$ cat config.mk
export PLATFORM = sky130hd
export DESIGN_NAME = two_digit_seven_segment_mux_flat
export DESIGN_NICKNAME = d
export VERILOG_FILES = /design/src/hw/rtl/tdsm_pkg.sv /design/src/hw/rtl/tdsm_if.sv /design/src/hw/rtl/tdsm_apb_regs.sv /design/src/hw/rtl/tdsm_num_split.sv /design/src/hw/rtl/tdsm_scan.sv /design/src/hw/rtl/two_digit_seven_segment_mux.sv /design/src/flat_wrapper.sv
export SDC_FILE = /design/constraint.sdc
export NUM_CORES = 1
export LEC_CHECK = 0
export CORE_MARGIN = 5
export CORE_UTILIZATION = 40
export CTS_CLUSTER_DIAMETER = 30
export DETAILED_ROUTE_END_ITERATION = 10
export DONT_BUFFER_PORTS = 1
export GPL_TIMING_DRIVEN = 0
export HOLD_SLACK_MARGIN = 0.05
export PLACE_DENSITY_LB_ADDON = 0.08
export SYNTH_ARGS = -nofsm -noshare
export SYNTH_HDL_FRONTEND = slang
export SYNTH_SLANG_ARGS = --single-unit
$ cat constraint.sdc
create_clock -name i_clk -period 11.17 [get_ports i_clk]
set_input_delay 2.234 -clock i_clk [delete_from_list [all_inputs] [get_ports i_clk]]
set_output_delay 2.234 -clock i_clk [all_outputs]
set_load 0.02 [all_outputs]
$ cat src/hw/rtl/tdsm_pkg.sv
// ----------------------------------------------------------------------------
// Two-digit seven-segment mux package
// Shared types, command codes, segment bit positions and the character
// to segment table used by the display multiplexer.
// ----------------------------------------------------------------------------
package tdsm_pkg;

    // Command codes carried in the mode field of a request.
    typedef logic [1:0] t_mode;
    localparam t_mode MODE_TICK   = 2'd0;
    localparam t_mode MODE_NUMBER = 2'd1;
    localparam t_mode MODE_CHARS  = 2'd2;
    localparam t_mode MODE_BLANK  = 2'd3;

    // Scan phases.
    localparam logic [1:0] PHASE_LEFT  = 2'd0;
    localparam logic [1:0] PHASE_RIGHT = 2'd2;

    // Configuration register indexes (byte address bit 2).
    localparam logic REG_DIGIT_ON  = 1'b0;
    localparam logic REG_BLANK_GAP = 1'b1;

    // Reset values of the configuration registers.
    localparam logic [15:0] DIGIT_ON_RESET  = 16'd5;
    localparam logic [15:0] BLANK_GAP_RESET = 16'd1;

    // Segment bit positions in the output byte.
    localparam logic [7:0] SEG_A = 8'h04;
    localparam logic [7:0] SEG_B = 8'h80;
    localparam logic [7:0] SEG_C = 8'h40;
    localparam logic [7:0] SEG_D = 8'h10;
    localparam logic [7:0] SEG_E = 8'h20;
    localparam logic [7:0] SEG_F = 8'h08;
    localparam logic [7:0] SEG_G = 8'h01;

    localparam logic [7:0] ASCII_ZERO = 8'd48;

    // Reciprocal of 100 scaled by 2^19, rounded down. The estimate it gives
    // is the true quotient or one less for any 16-bit value.
    localparam logic [12:0] DIV100_RECIP = 13'd5242;
    localparam int          DIV100_SHIFT = 19;
    localparam int          QUOT_W       = 10;
    localparam int          PROD_W       = 29;

    // Configuration register values handed to the scan logic.
    typedef struct packed {
        logic [15:0] digit_on_ticks;
        logic [15:0] blank_gap_ticks;
    } t_cfg;

    // Request as it leaves the number split pipeline.
    typedef struct packed {
        logic        valid;
        t_mode       mode;
        logic [7:0]  char_left;
        logic [7:0]  char_right;
        logic [6:0]  rem;
    } t_stage;

    // Character code to segment pattern; unknown codes are blank.
    function automatic logic [7:0] char_segments(input logic [7:0] code);
        logic [7:0] seg;
        seg = 8'h00;
        case (code)
            8'h30: seg = SEG_A | SEG_B | SEG_C | SEG_D | SEG_E | SEG_F;         // '0'
            8'h31: seg = SEG_B | SEG_C;                                         // '1'
            8'h32: seg = SEG_A | SEG_B | SEG_G | SEG_D | SEG_E;                 // '2'
            8'h33: seg = SEG_A | SEG_B | SEG_G | SEG_D | SEG_C;                 // '3'
            8'h34: seg = SEG_B | SEG_C | SEG_F | SEG_G;                         // '4'
            8'h35: seg = SEG_A | SEG_C | SEG_D | SEG_F | SEG_G;                 // '5'
            8'h36: seg = SEG_A | SEG_C | SEG_D | SEG_E | SEG_F | SEG_G;         // '6'
            8'h37: seg = SEG_A | SEG_B | SEG_C;                                 // '7'
            8'h38: seg = SEG_A | SEG_B | SEG_C | SEG_D | SEG_E | SEG_F | SEG_G; // '8'
            8'h39: seg = SEG_A | SEG_B | SEG_C | SEG_D | SEG_F | SEG_G;         // '9'
            8'h45: seg = SEG_A | SEG_D | SEG_E | SEG_F | SEG_G;                 // 'E'
            8'h50: seg = SEG_A | SEG_B | SEG_E | SEG_F | SEG_G;                 // 'P'
            8'h41: seg = SEG_A | SEG_B | SEG_C | SEG_E | SEG_F | SEG_G;         // 'A'
            8'h4C: seg = SEG_D | SEG_E | SEG_F;                                 // 'L'
            8'h53: seg = SEG_A | SEG_C | SEG_D | SEG_F | SEG_G;                 // 'S'
            8'h6F: seg = SEG_C | SEG_D | SEG_E | SEG_G;                         // 'o'
            8'h72: seg = SEG_E | SEG_G;                                         // 'r'
            8'h75: seg = SEG_C | SEG_D | SEG_E;                                 // 'u'
            default: seg = 8'h00;
        endcase
        return seg;
    endfunction

    // Decimal digit to segment pattern through the character table.
    function automatic logic [7:0] digit_segments(input logic [3:0] digit);
        return char_segments(ASCII_ZERO + {4'b0000, digit});
    endfunction

endpackage

$ cat src/hw/rtl/tdsm_if.sv
// ----------------------------------------------------------------------------
// Two-digit seven-segment mux channels
// Valid/ready channels for command requests and for display results.
// ----------------------------------------------------------------------------
interface tdsm_item_if import tdsm_pkg::*; ();
    logic        valid;
    logic        ready;
    t_mode       mode;
    logic [15:0] number_value;
    logic [7:0]  char_left;
    logic [7:0]  char_right;

    modport source (output valid, mode, number_value, char_left, char_right, input ready);
    modport sink   (input valid, mode, number_value, char_left, char_right, output ready);
endinterface

interface tdsm_result_if ();
    logic       valid;
    logic       ready;
    logic [7:0] segment_byte;
    logic       digit_select;

    modport source (output valid, segment_byte, digit_select, input ready);
    modport sink   (input valid, segment_byte, digit_select, output ready);
endinterface

$ cat src/hw/rtl/tdsm_apb_regs.sv
// ----------------------------------------------------------------------------
// Two-digit seven-segment mux register file
// APB-style access to the digit and blank phase durations.
// ----------------------------------------------------------------------------
module tdsm_apb_regs import tdsm_pkg::*; (
    input  logic        i_clk,
    input  logic        i_rst_n,
    input  logic        psel,
    input  logic        penable,
    input  logic        pwrite,
    input  logic [2:0]  paddr,
    input  logic [31:0] pwdata,
    output logic [31:0] prdata,
    output logic        pready,
    output t_cfg        o_cfg
);

    logic [15:0] r_digit_on;
    logic [15:0] r_blank_gap;
    logic        w_write;

    assign pready  = 1'b1;
    assign w_write = psel & penable & pwrite & pready;

    // Register writes complete in the access cycle.
    always_ff @(posedge i_clk) begin
        if (!i_rst_n) begin
            r_digit_on  <= DIGIT_ON_RESET;
            r_blank_gap <= BLANK_GAP_RESET;
        end else if (w_write) begin
            case (paddr[2])
                REG_DIGIT_ON:  r_digit_on  <= pwdata[15:0];
                REG_BLANK_GAP: r_blank_gap <= pwdata[15:0];
                default:       r_digit_on  <= r_digit_on;
            endcase
        end
    end

    // Read data is selected directly from the address.
    always_comb begin
        case (paddr[2])
            REG_DIGIT_ON:  prdata = {16'h0000, r_digit_on};
            REG_BLANK_GAP: prdata = {16'h0000, r_blank_gap};
            default:       prdata = 32'h0000_0000;
        endcase
    end

    assign o_cfg.digit_on_ticks  = r_digit_on;
    assign o_cfg.blank_gap_ticks = r_blank_gap;

endmodule

$ cat src/hw/rtl/tdsm_num_split.sv
// ----------------------------------------------------------------------------
// Two-digit seven-segment mux number split
// Input register and two stages that reduce the number modulo 100.
// ----------------------------------------------------------------------------
module tdsm_num_split import tdsm_pkg::*; (
    input  logic        i_clk,
    input  logic        i_rst_n,
    input  logic        i_adv,
    input  logic        i_valid,
    input  t_mode       i_mode,
    input  logic [15:0] i_number_value,
    input  logic [7:0]  i_char_left,
    input  logic [7:0]  i_char_right,
    output t_stage      o_stage
);

    // Stage 1: input register.
    logic              r_s1_valid;
    t_mode             r_s1_mode;
    logic [15:0]       r_s1_num;
    logic [7:0]        r_s1_cl;
    logic [7:0]        r_s1_cr;

    // Stage 2: quotient estimate.
    logic              r_s2_valid;
    t_mode             r_s2_mode;
    logic [15:0]       r_s2_num;
    logic [7:0]        r_s2_cl;
    logic [7:0]        r_s2_cr;
    logic [QUOT_W-1:0] r_s2_quot;

    // Stage 3: remainder.
    t_stage            r_s3;

    logic [PROD_W-1:0] w_prod;
    logic [QUOT_W-1:0] n_quot;
    logic [16:0]       w_q100;
    logic [16:0]       w_rem_raw;
    logic [7:0]        w_rem8;
    logic [6:0]        n_rem;

    // Quotient estimate by multiplying with the scaled reciprocal.
    always_comb begin
        w_prod = PROD_W'(r_s1_num) * PROD_W'(DIV100_RECIP);
        n_quot = QUOT_W'(w_prod >> DIV100_SHIFT);
    end

    // Remainder with a single correction step.
    always_comb begin
        w_q100    = (17'(r_s2_quot) << 6) + (17'(r_s2_quot) << 5) + (17'(r_s2_quot) << 2);
        w_rem_raw = {1'b0, r_s2_num} - w_q100;
        w_rem8    = w_rem_raw[7:0];
        n_rem     = (w_rem8 >= 8'd100) ? 7'(w_rem8 - 8'd100) : w_rem8[6:0];
    end

    // All stages move together on an advance; reset clears only the valid bits.
    always_ff @(posedge i_clk) begin
        if (!i_rst_n) begin
            r_s1_valid <= 1'b0;
            r_s2_valid <= 1'b0;
            r_s3.valid <= 1'b0;
        end else if (i_adv) begin
            r_s1_valid      <= i_valid;
            r_s2_valid      <= r_s1_valid;
            r_s3.valid      <= r_s2_valid;
            r_s1_mode       <= i_mode;
            r_s1_num        <= i_number_value;
            r_s1_cl         <= i_char_left;
            r_s1_cr         <= i_char_right;
            r_s2_mode       <= r_s1_mode;
            r_s2_num        <= r_s1_num;
            r_s2_cl         <= r_s1_cl;
            r_s2_cr         <= r_s1_cr;
            r_s2_quot       <= n_quot;
            r_s3.mode       <= r_s2_mode;
            r_s3.char_left  <= r_s2_cl;
            r_s3.char_right <= r_s2_cr;
            r_s3.rem        <= n_rem;
        end
    end

    assign o_stage = r_s3;

`ifndef ASSERT_OFF
    // The corrected remainder always lands in the two-digit range.
    a_rem_range: assert property (@(posedge i_clk) disable iff (!i_rst_n)
        r_s3.valid |-> (r_s3.rem < 7'd100))
        else $error("remainder out of range");
`endif

endmodule

$ cat src/hw/rtl/tdsm_scan.sv
// ----------------------------------------------------------------------------
// Two-digit seven-segment mux scan logic
// Digit patterns, phase sequencer, tick counter and the result register.
// ----------------------------------------------------------------------------
module tdsm_scan import tdsm_pkg::*; (
    input  logic       i_clk,
    input  logic       i_rst_n,
    input  logic       i_adv,
    input  t_stage     i_stage,
    input  t_cfg       i_cfg,
    output logic       o_valid,
    output logic [7:0] o_segment_byte,
    output logic       o_digit_select
);

    logic [1:0]  r_phase;
    logic [15:0] r_ticks_left;
    logic [7:0]  r_left_seg;
    logic [7:0]  r_right_seg;
    logic        r_out_valid;
    logic [7:0]  r_out_seg;
    logic        r_out_dsel;

    logic [1:0]  n_phase;
    logic [15:0] n_ticks_left;
    logic [7:0]  n_left_seg;
    logic [7:0]  n_right_seg;
    logic [7:0]  n_out_seg;
    logic [3:0]  w_tens;
    logic [6:0]  w_tens_x10;
    logic [3:0]  w_ones;
    logic        w_fire;
    logic        w_tick;

    assign w_fire = i_adv & i_stage.valid;
    assign w_tick = w_fire & (i_stage.mode == MODE_TICK);

    // Split the remainder into tens and ones by threshold compares.
    always_comb begin
        w_tens = 4'd0;
        for (int k = 1; k < 10; k++) begin
            if (i_stage.rem >= 7'(k * 10)) begin
                w_tens = 4'(k);
            end
        end
        w_tens_x10 = (7'(w_tens) << 3) + (7'(w_tens) << 1);
        w_ones     = 4'(i_stage.rem - w_tens_x10);
    end

    // Pattern updates from commands.
    always_comb begin
        n_left_seg  = r_left_seg;
        n_right_seg = r_right_seg;
        case (i_stage.mode)
            MODE_NUMBER: begin
                n_right_seg = digit_segments(w_ones);
                n_left_seg  = (w_tens != 4'd0) ? digit_segments(w_tens) : 8'h00;
            end
            MODE_CHARS: begin
                n_left_seg  = char_segments(i_stage.char_left);
                n_right_seg = char_segments(i_stage.char_right);
            end
            MODE_BLANK: begin
                n_left_seg  = 8'h00;
                n_right_seg = 8'h00;
            end
            default: begin
                n_left_seg  = r_left_seg;
                n_right_seg = r_right_seg;
            end
        endcase
    end

    // Phase advance and tick count; a zero duration acts as one tick.
    always_comb begin
        if (r_ticks_left > 16'd1) begin
            n_phase      = r_phase;
            n_ticks_left = r_ticks_left - 16'd1;
        end else begin
            n_phase      = r_phase + 2'd1;
            n_ticks_left = n_phase[0] ? i_cfg.blank_gap_ticks : i_cfg.digit_on_ticks;
        end
        case (n_phase)
            PHASE_LEFT:  n_out_seg = r_left_seg;
            PHASE_RIGHT: n_out_seg = r_right_seg;
            default:     n_out_seg = 8'h00;
        endcase
    end

    // Display state.
    always_ff @(posedge i_clk) begin
        if (!i_rst_n) begin
            r_phase      <= PHASE_LEFT;
            r_ticks_left <= DIGIT_ON_RESET;
            r_left_seg   <= 8'h00;
            r_right_seg  <= 8'h00;
        end else if (w_tick) begin
            r_phase      <= n_phase;
            r_ticks_left <= n_ticks_left;
        end else if (w_fire) begin
            r_left_seg   <= n_left_seg;
            r_right_seg  <= n_right_seg;
        end
    end

    // Result register; only ticks produce a result.
    always_ff @(posedge i_clk) begin
        if (!i_rst_n) begin
            r_out_valid <= 1'b0;
        end else if (i_adv) begin
            r_out_valid <= w_tick;
        end
    end

    always_ff @(posedge i_clk) begin
        if (w_tick) begin
            r_out_seg  <= n_out_seg;
            r_out_dsel <= n_phase[1];
        end
    end

    assign o_valid        = r_out_valid;
    assign o_segment_byte = r_out_seg;
    assign o_digit_select = r_out_dsel;

`ifndef ASSERT_OFF
    // The phase only moves on an accepted tick.
    a_phase_on_tick: assert property (@(posedge i_clk) disable iff (!i_rst_n)
        (r_phase != $past(r_phase)) |-> $past(w_tick))
        else $error("phase changed without a tick");

    // A pending result matches the phase it was produced in.
    a_dsel_phase: assert property (@(posedge i_clk) disable iff (!i_rst_n)
        r_out_valid |-> (r_out_dsel == r_phase[1]))
        else $error("digit select does not follow phase");

    // Blank phases show no segments.
    a_blank_dark: assert property (@(posedge i_clk) disable iff (!i_rst_n)
        (r_out_valid && r_phase[0]) |-> (r_out_seg == 8'h00))
        else $error("segments lit in a blank phase");

    // Commands never produce a result.
    a_cmd_silent: assert property (@(posedge i_clk) disable iff (!i_rst_n)
        (w_fire && (i_stage.mode != MODE_TICK)) |=> !r_out_valid)
        else $error("command produced a result");
`endif

endmodule

$ cat src/hw/rtl/two_digit_seven_segment_mux.sv
// A tick request passes the input, quotient, remainder and result registers in turn.
// Throughput: one request per cycle; the four-register pipeline advances whenever the
// result register is empty or its result is taken in the same cycle.
// Reset (synchronous, active low) empties the pipeline, selects the left digit phase,
// loads the tick count with the digit duration and blanks both digit patterns.
// ----------------------------------------------------------------------------
// Two-digit seven-segment display multiplexer
// Scans two digits over one segment bus in left, blank, right, blank phases,
// with patterns set from a number, two characters, or a blank command.
// ----------------------------------------------------------------------------
module two_digit_seven_segment_mux import tdsm_pkg::*; (
    input  logic          i_clk,
    input  logic          i_rst_n,
    tdsm_item_if.sink     i_item,
    tdsm_result_if.source o_result,
    input  logic          psel,
    input  logic          penable,
    input  logic          pwrite,
    input  logic [2:0]    paddr,
    input  logic [31:0]   pwdata,
    output logic [31:0]   prdata,
    output logic          pready
);

    t_cfg   w_cfg;
    t_stage w_stage;
    logic   w_adv;
    logic   w_out_valid;

    // The pipeline moves unless a finished result is still waiting.
    assign w_adv        = ~w_out_valid | o_result.ready;
    assign i_item.ready = w_adv;
    assign o_result.valid = w_out_valid;

    tdsm_apb_regs u_regs (
        .i_clk   (i_clk),
        .i_rst_n (i_rst_n),
        .psel    (psel),
        .penable (penable),
        .pwrite  (pwrite),
        .paddr   (paddr),
        .pwdata  (pwdata),
        .prdata  (prdata),
        .pready  (pready),
        .o_cfg   (w_cfg)
    );

    tdsm_num_split u_split (
        .i_clk          (i_clk),
        .i_rst_n        (i_rst_n),
        .i_adv          (w_adv),
        .i_valid        (i_item.valid),
        .i_mode         (i_item.mode),
        .i_number_value (i_item.number_value),
        .i_char_left    (i_item.char_left),
        .i_char_right   (i_item.char_right),
        .o_stage        (w_stage)
    );

    tdsm_scan u_scan (
        .i_clk          (i_clk),
        .i_rst_n        (i_rst_n),
        .i_adv          (w_adv),
        .i_stage        (w_stage),
        .i_cfg          (w_cfg),
        .o_valid        (w_out_valid),
        .o_segment_byte (o_result.segment_byte),
        .o_digit_select (o_result.digit_select)
    );

endmodule
$ cat src/flat_wrapper.sv
// flat-port wrapper written by rule: the top's interface ports become plain ports
module two_digit_seven_segment_mux_flat import tdsm_pkg::*;
  (i_clk, i_rst_n, psel, penable, pwrite, paddr, pwdata, prdata, pready, i_item_valid, i_item_mode, i_item_number_value, i_item_char_left, i_item_char_right, i_item_ready, o_result_valid, o_result_segment_byte, o_result_digit_select, o_result_ready);
  tdsm_item_if i_item_i ();
  tdsm_result_if o_result_i ();
  input  logic i_clk;
  input  logic i_rst_n;
  input  logic psel;
  input  logic penable;
  input  logic pwrite;
  input  logic [2:0] paddr;
  input  logic [31:0] pwdata;
  output logic [31:0] prdata;
  output logic pready;
  input wire logic [$bits(i_item_i.valid)-1:0] i_item_valid;
  input wire logic [$bits(i_item_i.mode)-1:0] i_item_mode;
  input wire logic [$bits(i_item_i.number_value)-1:0] i_item_number_value;
  input wire logic [$bits(i_item_i.char_left)-1:0] i_item_char_left;
  input wire logic [$bits(i_item_i.char_right)-1:0] i_item_char_right;
  output wire logic [$bits(i_item_i.ready)-1:0] i_item_ready;
  output wire logic [$bits(o_result_i.valid)-1:0] o_result_valid;
  output wire logic [$bits(o_result_i.segment_byte)-1:0] o_result_segment_byte;
  output wire logic [$bits(o_result_i.digit_select)-1:0] o_result_digit_select;
  input wire logic [$bits(o_result_i.ready)-1:0] o_result_ready;
  assign i_item_i.valid = i_item_valid;
  assign i_item_i.mode = i_item_mode;
  assign i_item_i.number_value = i_item_number_value;
  assign i_item_i.char_left = i_item_char_left;
  assign i_item_i.char_right = i_item_char_right;
  assign i_item_ready = i_item_i.ready;
  assign o_result_valid = o_result_i.valid;
  assign o_result_segment_byte = o_result_i.segment_byte;
  assign o_result_digit_select = o_result_i.digit_select;
  assign o_result_i.ready = o_result_ready;
  two_digit_seven_segment_mux u_core (.i_clk(i_clk), .i_rst_n(i_rst_n), .i_item(i_item_i), .o_result(o_result_i), .psel(psel), .penable(penable), .pwrite(pwrite), .paddr(paddr), .pwdata(pwdata), .prdata(prdata), .pready(pready));
endmodule
==> impl_metrics.toml <==
[synthesis]
yosys-top-cells-area = "sky130_fd_sc_hd__edfxtp_1, sky130_fd_sc_hd__dfxtp_1, sky130_fd_sc_hd__fa_1"
ys_seq_area_share_pct = 37.23
synth.ff_latch_count = 167
yosysTopAreaCellShare_pct = 25.53
post_synth_design_cell_area_sq_um = 11640
synth_flop_cell = "sky130_fd_sc_hd__edfxtp_1"
post-synth-top-count-cell = "sky130_fd_sc_hd__inv_1"
synthDominantAreaCellType = "sky130_fd_sc_hd__edfxtp_1"
async_reset_ff_share_pct = 0
postSynthCellCount = 1163
yosysUniqueCellTypes = 88
most_common_library_cells_after_synthesis = "sky130_fd_sc_hd__inv_1, sky130_fd_sc_hd__nand2_1, sky130_fd_sc_hd__edfxtp_1, sky130_fd_sc_hd__ha_1, sky130_fd_sc_hd__dfxtp_1"
synth-edff-count = 99
ys_warn_count = 0
mean_instance_size_in_the_synthesized_netlist_sq_um = 10.01

[setup_path]
reg2reg_depth = 16
critical_path.slowest_cell = "sky130_fd_sc_hd__buf_1"
reg2reg_from = "u_core.u_split.r_s1_num[3]$_DFFE_PP_"
path_max_fanout = 10
start_kind = "input port"
critical_path_start_end_classification = "in2out"
timing.critical_path.to_type = "primary output"
critPathBufInv = 2
crit_family = "buffers and inverters"
crit_cells = 3
timing.critical_path.cells = "clkbuf_1 -> buf_1 -> mux2_2"
startpoint = "paddr[2]"
cp_data_arrival_time_ns = 3.68
cpPeakStageDelay_ns = 0.56
critical_path_required_ns = 8.94

[min_path]
hold_path_startpoint = "u_core.u_split.r_s2_cr[7]$_DFFE_PP_"
timing.hold.worst.class = "reg2reg"
hold_depth = 0

[cts]
cts_tree = "built"
clk_root_buffer_cell = "sky130_fd_sc_hd__clkbuf_16"
cts_htree_levels = 4
cts-hold-fix-buffers = 0
cts-resized-gates = 0
cts-root-to-sink-buffers = 2
post-cts-setup-buffer-count = 0
cts.reportedPaths.clkPinSlew_ns = 0.07
tritoncts.num_buffers = 17
clock_sinks = 167
insertion_delay_ns = 0.43

[power_and_ir_drop]
vdd_ir_drop_max_uv = 117.2
switchingPower_mw = 1.106
p_seq_share_pct = 28.1
combinationalPowerShare_pct = 50.0
clockPowerShare_pct = 21.9
power.density_nw_per_um2 = 218.0
cellInternalPower_mw = 1.688
leakagePower_nw = 5.152
power.switching_fraction_pct = 39.59

[die]
io_pins = 120
core_region_area_sq_um = 28700
dieWidth_um = 180.6
die_area_sq_um = 32620
fp-row-count = 62
start_util_pct = 40.56
chipHeight_um = 180.6

[sta]
layout_min_cycle_time_ns = 5.914
clock.fmax_mhz = 169.1
postLayoutSetupSlackWorst_ns = 5.256
slew_viol_final = 0
timing_worst_slew_pin_value_ns = 0.9137
layout_worst_path_cycle_share_pct = 52.95
totalNegativeSetupSlack_ns = 0
timing.slew.headroom_pct = 39.09
clock-skew-final_ns = 0.01539
final-setup-viol-count = 0
final.hold.worst_slack_ns = 0.4176
grt_setup_unrepaired = "no"
hold_violations = 0

[placed_design]
finalWeightedCongestion = 0.8533
place.detailed.hpwl_mm = 19.73
port_buffers = 0
post-place-ws_ns = 5.249

[global_route]
globalRouteOverflowTotal = 0
gr-usage-all-layers_pct = 16.19
antenna_found_initial = 0
grt_first_pass_wirelength_mm = 43.19
grt_max_degree = 68
first_global_vias = 8097

[finish]
drive_gt1_share_pct = 7.921
finalNetCount = 1437
antenna_cells_inserted = 0
areaGrowthSynthToFinish_pct = 10.09

[job]
cap_violations = 0

[detailed_routing]
route.detailed.drc = 0
drt_iter0_drcs = 584
detail-route-antenna-nets = 0
drt-wirelength-per-cell_um = 16.42
via_density_per_instance = 5.190
routed_wirelength_mm = 26.21
vias = 8283
drtPass1Iterations = 5

[status]
run_status = "completed"
-- routing by layer --
layer	wire length, um	vias to the layer above	global-route usage [%]	part of all wire [%]
met5	0	-	0	0
met4	347	0	3.539	1.3
met3	889	23	2.826	3.4
met2	12910	154	27.27	49
met1	12070	3978	21.98	46
li1	-	4128	-	-
-- registers in the layout, indices dropped and copies added (netlist names), 2 cells and up --
signal,cells
u_core.u_split.r_s2_quot,6
u_core.u_regs.r_blank_gap,16
u_core.u_scan.r_phase,2
u_core.u_split.r_s2_num,8
u_core.u_regs.r_digit_on,16
u_core.u_split.o_stage,26
u_core.u_scan.r_ticks_left,16
u_core.u_split.r_s2_cl,8
u_core.u_split.r_s1_cl,8
u_core.u_split.r_s2_mode,2
u_core.u_split.r_s1_cr,8
u_core.u_split.r_s1_mode,2
u_core.u_scan.r_left_seg,7
u_core.u_scan.o_segment_byte,7
u_core.u_split.r_s2_cr,8
u_core.u_split.r_s1_num,16
u_core.u_scan.r_right_seg,7
-- placed cells by master (no fill, tap or decap), drive strengths merged, types with 6 or more instances in the layout --
master  instances
inv           141
nand2         112
ha             99
edfxtp         99
dfxtp          68
o21ai          67
fa             63
clkbuf         63
nor2           55
a21oi          42
a21boi         36
buf            32
nor3           21
xnor2          20
mux2i          20
nand3          18
conb           18
mux2           17
nand2b         14
nor2b          12
a22oi          11
xor2            9
nor3b           9
a31oi           9
a211oi          8
o31ai           8
a22o            7
a32oi           7
o22ai           7
o211ai          7
or3             6
o21a            6
-- logic make-up (layout without fill, tap and decap cells) --
logic type	after synthesis	count (layout)	synth area share [%]
adders and majority gates	162	162	21.47
other	2	18	0.06451
AOI/OAI and AO/OA	263	263	15.51
xor gates and xnor gates	30	30	2.375
DFF	167	167	37.23
and+or+nand+nor	294	294	12.56
buffers and inverters	208	241	7.426
muxes	37	37	3.364
-- power groups by stage --
stage	sequential, mW	combinational, mW	clock, mW
finish	0.785	1.40	0.612
global route	0.792	1.59	0.660
CTS	0.787	1.41	0.632
detailed placement	0.801	1.39	0
global placement	0.803	1.39	0
floorplan	0.788	1.13	0
-- final timing paths --
check	end	slack [ns]
max reg2reg	u_core.u_split.r_s2_quot[4]$_DFFE_PP_	5.84
min reg2reg	u_core.u_split.o_stage[14]$_DFFE_PP_	0.42
max	prdata[12]	5.26
min	u_core.u_split.o_stage[14]$_DFFE_PP_	0.42
-- cell type report --
class / instances / area (sq um)
Buffer: 74 / 361.6
Clock buffer: 20 / 489.2
Clock inverter: 12 / 115.1
Fill cell: 2811 / 15890
Inverter: 134 / 503.0
Multi-Input combinational cell: 804 / 6506
Sequential cell: 167 / 4334
Tap cell: 384 / 480.5
Timing Repair Buffer: 1 / 27.53
-- stage by stage --
stage / cell area, sq um / utilization, % / std cells / power [mW]
6_report: 12820 / 44.66 / 1596 / 2.794
5_1_grt: 12820 / 44.66 / 1596 / 3.046
3_3_place_gp: 12180 / 42.45 / 1563 / 2.190
4_1_cts: 12820 / 44.66 / 1596 / 2.826
3_5_place_dp: 12210 / 42.55 / 1564 / 2.194
2_1_floorplan: 11700 / - / 1179 / 1.922
Power figures use the tool's default switching activity.
